**config.mk**
```make
export PLATFORM = sky130hd
export DESIGN_NAME = refcounted_handle_table_top
export DESIGN_NICKNAME = d
export VERILOG_FILES = /design/src/design/rht_pkg.sv /design/src/design/rht_mem.sv /design/src/design/rht_ctrl.sv /design/src/design/refcounted_handle_table_top.sv
export SDC_FILE = /design/constraint.sdc
export NUM_CORES = 2
export LEC_CHECK = 0
export BUFFER_PORTS_ARGS = -buffer_cell sky130_fd_sc_hd__buf_4
export CORE_MARGIN = 8
export CORE_UTILIZATION = 45
export CTS_CLUSTER_DIAMETER = 120
export DETAILED_ROUTE_END_ITERATION = 7
export PLACE_DENSITY_LB_ADDON = 0.05
export SYNTH_ARGS = -nofsm -noshare
export SYNTH_HDL_FRONTEND = slang
export SYNTH_SLANG_ARGS = --single-unit
```
**constraint.sdc**
```tcl
create_clock -name clk_i -period 10.85 [get_ports clk_i]
set_input_delay 2.17 -clock clk_i [delete_from_list [all_inputs] [get_ports clk_i]]
set_output_delay 2.17 -clock clk_i [all_outputs]
set_load 0.05 [all_outputs]
```
**src/design/rht_pkg.sv**
```systemverilog
package rht_pkg;

  // Table geometry
  localparam int unsigned SLOTS = 16;
  localparam int unsigned IDX_W = (SLOTS > 1) ? $clog2(SLOTS) : 1;

  localparam logic [15:0] REFS_MAX = 16'hFFFF;
  localparam logic [31:0] HANDLE_FIRST = 32'd1;

  typedef enum logic [1:0] {
    ACT_CREATE  = 2'd0,
    ACT_LOOKUP  = 2'd1,
    ACT_ADDREF  = 2'd2,
    ACT_RELEASE = 2'd3
  } action_e;

  typedef enum logic [1:0] {
    ST_OK        = 2'd0,
    ST_NOT_FOUND = 2'd1,
    ST_FULL      = 2'd2
  } status_e;

  // One slot record as held in the slot memory
  typedef struct packed {
    logic [31:0] handle;
    logic [15:0] owner;
    logic [31:0] entry;
    logic [15:0] refs;
  } rec_t;

  // Memory access from the controller
  typedef struct packed {
    logic [IDX_W-1:0] rd_addr;
    logic             wr_en;
    logic [IDX_W-1:0] wr_addr;
    rec_t             wr_data;
  } mem_req_t;

  // Result beat handed to the output register
  typedef struct packed {
    status_e     status;
    logic [31:0] issued_handle;
    logic [3:0]  slot_index;
    logic [15:0] found_owner;
    logic [31:0] found_entry;
    logic [15:0] ref_count;
  } result_t;

endpackage

```
**src/design/rht_mem.sv**
```systemverilog
module rht_mem (
  input  logic              clk_i,
  input  logic              rst_ni,
  input  rht_pkg::mem_req_t req_i,
  output rht_pkg::rec_t     rd_data_o
);

  rht_pkg::rec_t               mem [rht_pkg::SLOTS];
  logic [rht_pkg::SLOTS-1:0]   written_q;
  rht_pkg::rec_t               rd_q;
  logic                        rd_written_q;

  // Write and read the record array; the read data is registered
  always_ff @(posedge clk_i) begin
    if (req_i.wr_en) begin
      mem[req_i.wr_addr] <= req_i.wr_data;
    end
    rd_q <= mem[req_i.rd_addr];
  end

  // Track entries written since reset; others read as a free slot
  always_ff @(posedge clk_i or negedge rst_ni) begin
    if (!rst_ni) begin
      written_q    <= '0;
      rd_written_q <= 1'b0;
    end else begin
      if (req_i.wr_en) begin
        written_q[req_i.wr_addr] <= 1'b1;
      end
      rd_written_q <= written_q[req_i.rd_addr];
    end
  end

  assign rd_data_o = rd_written_q ? rd_q : '0;

endmodule

```
**src/design/rht_ctrl.sv**
```systemverilog
module rht_ctrl (
  input  logic              clk_i,
  input  logic              rst_ni,
  input  logic              in_valid_i,
  output logic              in_stall_o,
  input  logic [1:0]        action_i,
  input  logic [31:0]       handle_i,
  input  logic [15:0]       owner_i,
  input  logic [31:0]       entry_ref_i,
  output rht_pkg::mem_req_t mem_req_o,
  input  rht_pkg::rec_t     rd_data_i,
  output logic              res_valid_o,
  input  logic              res_ready_i,
  output rht_pkg::result_t  res_o
);

  typedef enum logic [1:0] {
    S_IDLE,
    S_SCAN,
    S_RESULT
  } state_e;

  state_e                    state_q, state_d;
  logic [rht_pkg::IDX_W-1:0] idx_q, idx_d;
  logic [31:0]               issue_q, issue_d;
  rht_pkg::result_t          res_q, res_d;

  rht_pkg::action_e          act_q;
  logic [31:0]               hdl_q;
  logic [15:0]               own_q;
  logic [31:0]               ent_q;

  logic                      accept;
  logic                      hit;
  logic                      last;
  logic [31:0]               issue_inc;
  rht_pkg::rec_t             wr_rec;
  logic                      wr_en;

  assign in_stall_o = (state_q != S_IDLE);
  assign accept     = in_valid_i && (state_q == S_IDLE);
  assign last       = (idx_q == rht_pkg::IDX_W'(rht_pkg::SLOTS - 1));
  assign issue_inc  = issue_q + 32'd1;

  // Match the slot read back against the request
  always_comb begin
    if (act_q == rht_pkg::ACT_CREATE) begin
      hit = (rd_data_i.handle == 32'd0);
    end else begin
      hit = (hdl_q != 32'd0) && (rd_data_i.handle == hdl_q);
    end
  end

  // Next state, write-back record and result
  always_comb begin
    state_d = state_q;
    idx_d   = idx_q;
    issue_d = issue_q;
    res_d   = res_q;
    wr_en   = 1'b0;
    wr_rec  = rd_data_i;

    case (state_q)
      S_IDLE: begin
        if (accept) begin
          state_d = S_SCAN;
          idx_d   = '0;
        end
      end
      S_SCAN: begin
        if (hit) begin
          state_d                = S_RESULT;
          res_d.status           = rht_pkg::ST_OK;
          res_d.issued_handle    = 32'd0;
          res_d.slot_index       = 4'(idx_q);
          res_d.found_owner      = rd_data_i.owner;
          res_d.found_entry      = rd_data_i.entry;
          res_d.ref_count        = rd_data_i.refs;
          case (act_q)
            rht_pkg::ACT_CREATE: begin
              wr_en               = 1'b1;
              wr_rec.handle       = issue_q;
              wr_rec.owner        = own_q;
              wr_rec.entry        = ent_q;
              wr_rec.refs         = 16'd1;
              issue_d             = (issue_inc == 32'd0) ? rht_pkg::HANDLE_FIRST : issue_inc;
              res_d.issued_handle = issue_q;
              res_d.found_owner   = own_q;
              res_d.found_entry   = ent_q;
              res_d.ref_count     = 16'd1;
            end
            rht_pkg::ACT_ADDREF: begin
              wr_en = 1'b1;
              if (rd_data_i.refs != rht_pkg::REFS_MAX) begin
                wr_rec.refs = rd_data_i.refs + 16'd1;
              end
              res_d.ref_count = wr_rec.refs;
            end
            rht_pkg::ACT_RELEASE: begin
              wr_en = 1'b1;
              if (rd_data_i.refs <= 16'd1) begin
                wr_rec = '0;
              end else begin
                wr_rec.refs = rd_data_i.refs - 16'd1;
              end
              res_d.ref_count = wr_rec.refs;
            end
            default: begin
              wr_en = 1'b0;
            end
          endcase
        end else if (last) begin
          // Scan ran out: report failure with all other fields zero
          state_d = S_RESULT;
          res_d   = '0;
          res_d.status = (act_q == rht_pkg::ACT_CREATE) ? rht_pkg::ST_FULL
                                                        : rht_pkg::ST_NOT_FOUND;
        end else begin
          idx_d = idx_q + 1'b1;
        end
      end
      S_RESULT: begin
        if (res_ready_i) begin
          state_d = S_IDLE;
        end
      end
      default: begin
        state_d = S_IDLE;
      end
    endcase
  end

  // Read slot zero while idle, otherwise the slot after the one checked
  always_comb begin
    mem_req_o.rd_addr = (state_q == S_IDLE) ? '0 : idx_q + 1'b1;
    mem_req_o.wr_en   = wr_en;
    mem_req_o.wr_addr = idx_q;
    mem_req_o.wr_data = wr_rec;
  end

  // Hold state, issue counter and result
  always_ff @(posedge clk_i or negedge rst_ni) begin
    if (!rst_ni) begin
      state_q <= S_IDLE;
      idx_q   <= '0;
      issue_q <= rht_pkg::HANDLE_FIRST;
      res_q   <= '0;
    end else begin
      state_q <= state_d;
      idx_q   <= idx_d;
      issue_q <= issue_d;
      res_q   <= res_d;
    end
  end

  // Capture the request beat
  always_ff @(posedge clk_i) begin
    if (accept) begin
      act_q <= rht_pkg::action_e'(action_i);
      hdl_q <= handle_i;
      own_q <= owner_i;
      ent_q <= entry_ref_i;
    end
  end

  assign res_valid_o = (state_q == S_RESULT);
  assign res_o       = res_q;

endmodule

```
**src/design/refcounted_handle_table_top.sv**
```systemverilog
// A request is accepted only while idle; the controller then checks the slots in order
// from slot zero until a match or the last slot, then hands the result to the output register.
// A new request waits until that result is taken, since the serial slot scan runs
// through the single read port of the slot memory, one slot per cycle.
// Reset (rst_ni low, asynchronous): all slots free, next handle is one, no result pending.
module refcounted_handle_table_top (
  input  logic        clk_i,
  input  logic        rst_ni,
  input  logic        in_valid_i,
  output logic        in_stall_o,
  input  logic [1:0]  action_i,
  input  logic [31:0] handle_i,
  input  logic [15:0] owner_i,
  input  logic [31:0] entry_ref_i,
  output logic        out_valid_o,
  input  logic        out_stall_i,
  output logic [1:0]  status_o,
  output logic [31:0] issued_handle_o,
  output logic [3:0]  slot_index_o,
  output logic [15:0] found_owner_o,
  output logic [31:0] found_entry_o,
  output logic [15:0] ref_count_o
);

  rht_pkg::mem_req_t mem_req;
  rht_pkg::rec_t     rd_data;
  logic              res_valid;
  logic              res_ready;
  rht_pkg::result_t  res;
  logic              out_valid_q;
  rht_pkg::result_t  out_q;

  rht_mem u_mem (
    .clk_i     (clk_i),
    .rst_ni    (rst_ni),
    .req_i     (mem_req),
    .rd_data_o (rd_data)
  );

  rht_ctrl u_ctrl (
    .clk_i       (clk_i),
    .rst_ni      (rst_ni),
    .in_valid_i  (in_valid_i),
    .in_stall_o  (in_stall_o),
    .action_i    (action_i),
    .handle_i    (handle_i),
    .owner_i     (owner_i),
    .entry_ref_i (entry_ref_i),
    .mem_req_o   (mem_req),
    .rd_data_i   (rd_data),
    .res_valid_o (res_valid),
    .res_ready_i (res_ready),
    .res_o       (res)
  );

  // Load the output register when it is empty or its beat is taken
  assign res_ready = !out_valid_q || !out_stall_i;

  always_ff @(posedge clk_i or negedge rst_ni) begin
    if (!rst_ni) begin
      out_valid_q <= 1'b0;
    end else if (res_ready) begin
      out_valid_q <= res_valid;
    end
  end

  always_ff @(posedge clk_i) begin
    if (res_ready && res_valid) begin
      out_q <= res;
    end
  end

  assign out_valid_o     = out_valid_q;
  assign status_o        = out_q.status;
  assign issued_handle_o = out_q.issued_handle;
  assign slot_index_o    = out_q.slot_index;
  assign found_owner_o   = out_q.found_owner;
  assign found_entry_o   = out_q.found_entry;
  assign ref_count_o     = out_q.ref_count;

endmodule

```
==> impl_metrics.json <==
{
  "status": "finished, final reports clean",
  "synth_cell_types": 76,
  "synth_cells": 4970,
  "grt_usage": 0.222,
  "cts_tree": "yes",
  "postCtsSetupBuffers": 0,
  "synth_nets": 5068,
  "vias": 44400,
  "holdBufCountCts": 0,
  "rsz0062_at_grt": "false",
  "first_iter_violations": 3635,
  "period_share": 0.598,
  "htreeDepth": 4,
  "final_layout_size_suffix_gt1_frac": 0.144,
  "max_freq_ghz": 0.154,
  "cts-root-buf": "clkbuf_16",
  "crit_required_ns": 11.29,
  "grt_max_degree": 138,
  "routed_wirelength_mm": 212,
  "nNetsFinal": 5209,
  "cp-start-kind": "register",
  "setup_ws_ns": 4.36,
  "final-max-slew-violation-count": 0,
  "finalSetupTns_ns": 0,
  "cp_max_fo": 66,
  "drc": 0,
  "instances_no_fill": 7620,
  "antenna_found_initial": 2,
  "critPathCaptureType": "register",
  "maxCapViolCount": 0,
  "dp_hpwl_mm": 114,
  "worstMarginPinSlew_ns": 1.31,
  "worstPathCellList": "buf_4, inv_2, a2bb2oi_1, or4b_1, o41ai_4, buf_4, and2_4, buf_4, and3_4, buf_4",
  "crit_arrival_ns": 6.93,
  "worst_skew_pair.late_latency_ns": 0.84,
  "ys_seq_elements": 1974,
  "peakVddDrop_uv": 273,
  "grt_pass1_wl_mm": 309,
  "gp_congestion": 0.852,
  "critPathSlowestCell": "buf_4",
  "initial_core_util": 0.451,
  "pwr_density_cell_nw_per_um2": 288,
  "grt_pass1_vias": 44300,
  "max-slew-margin-rel": 0.127,
  "pre_cts_slack_ns": 4.37,
  "finalSetupViolCount": 0,
  "yosys_most_used_dff": "edfxtp_1",
  "die_w_um": 433,
  "synth_edf_count": 1720,
  "port_buffers": 189,
  "nFillCells": 14400,
  "synth-warning-count": 0,
  "clock-skew-final_ns": 0.0358,
  "fp.dieH_um": 433,
  "cts_buffers": 204,
  "final_core_util": 0.513,
  "async_flop_share": 0.0800,
  "path_clk_slew_ns": 0.06,
  "ctsResizeCount": 0,
  "viasPerCell": 5.83,
  "cpMostUsedCell": "buf_4",
  "avgSynthCellArea_sq_um": 15.7,
  "seqCellArea_sq_um": 57500,
  "finalHoldViolCount": 0,
  "syn_area_sq_um": 78100,
  "placementRows": 153,
  "ys_seq_area_frac": 0.737,
  "crit_path_max_incr_delay_ns": 0.77,
  "total_leakage_power_nw": 30.1,
  "path_class": "register to register",
  "overflow": 0,
  "cts_buffer_depth": 3,
  "dp_cells": 7230,
  "critPathBufInv": 5,
  "core_sq_um": 173000,
  "post_drt_wl_per_cell_um": 27.8,
  "io_pins": 190,
  "first_pass_iters": 5,
  "clock_sinks": 1974,
  "die_area_sq_um": 187000,
  "multiInputGateArea_sq_um": 19200,
  "holdCritPathClass": "register to register",
  "post_dp_cell_area_sq_um": 82000,
  "area_growth_pct": 13.6,
  "cp_top_family": "buffers and inverters",
  "period_minus_slack_ns": 6.49,
  "final_cell_area_sq_um": 88700,
  "postRouteAntennaNets": 0
}
## final cells by class
type / count / area share
Sequential cell: 1974 / 0.649
Multi-Input combinational cell: 2622 / 0.217
Clock buffer: 274 / 0.0638
Tap cell: 2325 / 0.0328
Timing Repair Buffer: 287 / 0.0253
Clock inverter: 114 / 0.0115
Inverter: 22 / 0.00102
Antenna cell: 2 / 0.0000564
## cell usage in the layout, fill, tap and decap left out, types with 20 or more instances in the layout
cell       instances
a211oi_1         297
dfrtp_1          155
o21ai_0           95
o22ai_1           52
xnor2_1           31
edfxtp_1        1720
nor4_1            26
nand2_1          563
nand4_1           32
mux2i_1          395
a311oi_1          97
clkinv_1          36
buf_4            279
a31oi_1          110
nor2_1            75
mux4_2            97
inv_1             20
a22o_1           118
xor2_1            27
a21oi_1          121
clkbuf_8          20
clkbuf_16        209
clkbuf_1          46
nand3_1           34
and2_1           204
clkinv_2          42
dfxtp_1           96
## logic make-up (layout without fill, tap and decap cells)
| family | count (synthesis) | in the layout | share of synthesized area |
|---|---|---|---|
| AOI/OAI and AO/OA | 987 | 987 | 0.0904 |
| other | 0 | 2 | 0 |
| DFF | 1974 | 1974 | 0.737 |
| xor gates and xnor gates | 58 | 58 | 0.00651 |
| muxes | 504 | 504 | 0.0804 |
| adders and majority gates | 12 | 12 | 0.00192 |
| and+or+nand+nor | 1061 | 1061 | 0.0651 |
| buffers and inverters | 374 | 697 | 0.0189 |
## worst paths after layout
check,slack (ns),end,startpoint,depth (start not counted)
min reg2reg,0.45,found_owner_o[9]$_DFFE_PP_,u_ctrl.res_o[57]$_DFFE_PN0P_,0
max,4.36,u_mem.mem[2][94]$_DFFE_PP_,u_mem.rd_written_q$_DFF_PN0_,10
max reg2reg,4.36,u_mem.mem[2][94]$_DFFE_PP_,u_mem.rd_written_q$_DFF_PN0_,10
min in group asynchronous,1.26,u_ctrl.res_o[97]$_DFFE_PN0P_,rst_ni,1
min,0.45,found_owner_o[9]$_DFFE_PP_,u_ctrl.res_o[57]$_DFFE_PN0P_,0
max in group asynchronous,8.22,u_ctrl.res_o[35]$_DFFE_PN0P_,rst_ni,2
## stage by stage
stage               power (W)  hold slack [ns]
floorplan              0.0159            0.425
global placement       0.0188            0.435
detailed placement     0.0189            0.432
CTS                    0.0258            0.447
global route           0.0268            0.457
finish                 0.0256            0.449
## where the power goes
group,total (W),internal [W],switching [W]
Sequential,0.0104,0.00990,0.000532
Combinational,0.00820,0.00276,0.00544
Clock,0.00693,0.00400,0.00293
## Yosys cell counts, types with 35 or more instances
library cell	instances	area share
mux2i_1	395	0.051
a31oi_1	110	0.0088
dfrtp_1	157	0.050
dfxtp_1	96	0.025
a22o_1	118	0.013
edfxtp_1	1720	0.66
a21oi_1	124	0.0079
buf_2	35	0.0022
mux4_2	97	0.028
nor2_1	78	0.0037
o22ai_1	52	0.0042
a211oi_1	297	0.029
nand2_1	565	0.027
and2_1	207	0.017
o21ai_0	95	0.0061
a311oi_1	97	0.011
clkbuf_1	283	0.014
## sequential cells by signal (all words and copies together) (netlist names), 32 cells and up
register         flops
u_mem.rd_q          96
u_ctrl.issue_q      32
u_ctrl.res_o       102
u_ctrl.hdl_q        32
u_ctrl.ent_q        32
issued_handle_o     32
u_mem.mem         1536
found_entry_o       32
## per-layer routing
layer | vias to the layer above | wire length (um) | global-route usage
li1 | 19800 | - | -
met1 | 23100 | 94500 | 0.313
met2 | 1159 | 101000 | 0.361
met3 | 312 | 9620 | 0.0284
met4 | 0 | 6910 | 0.0735
met5 | - | 0 | 0
Power figures use the tool's default switching activity.
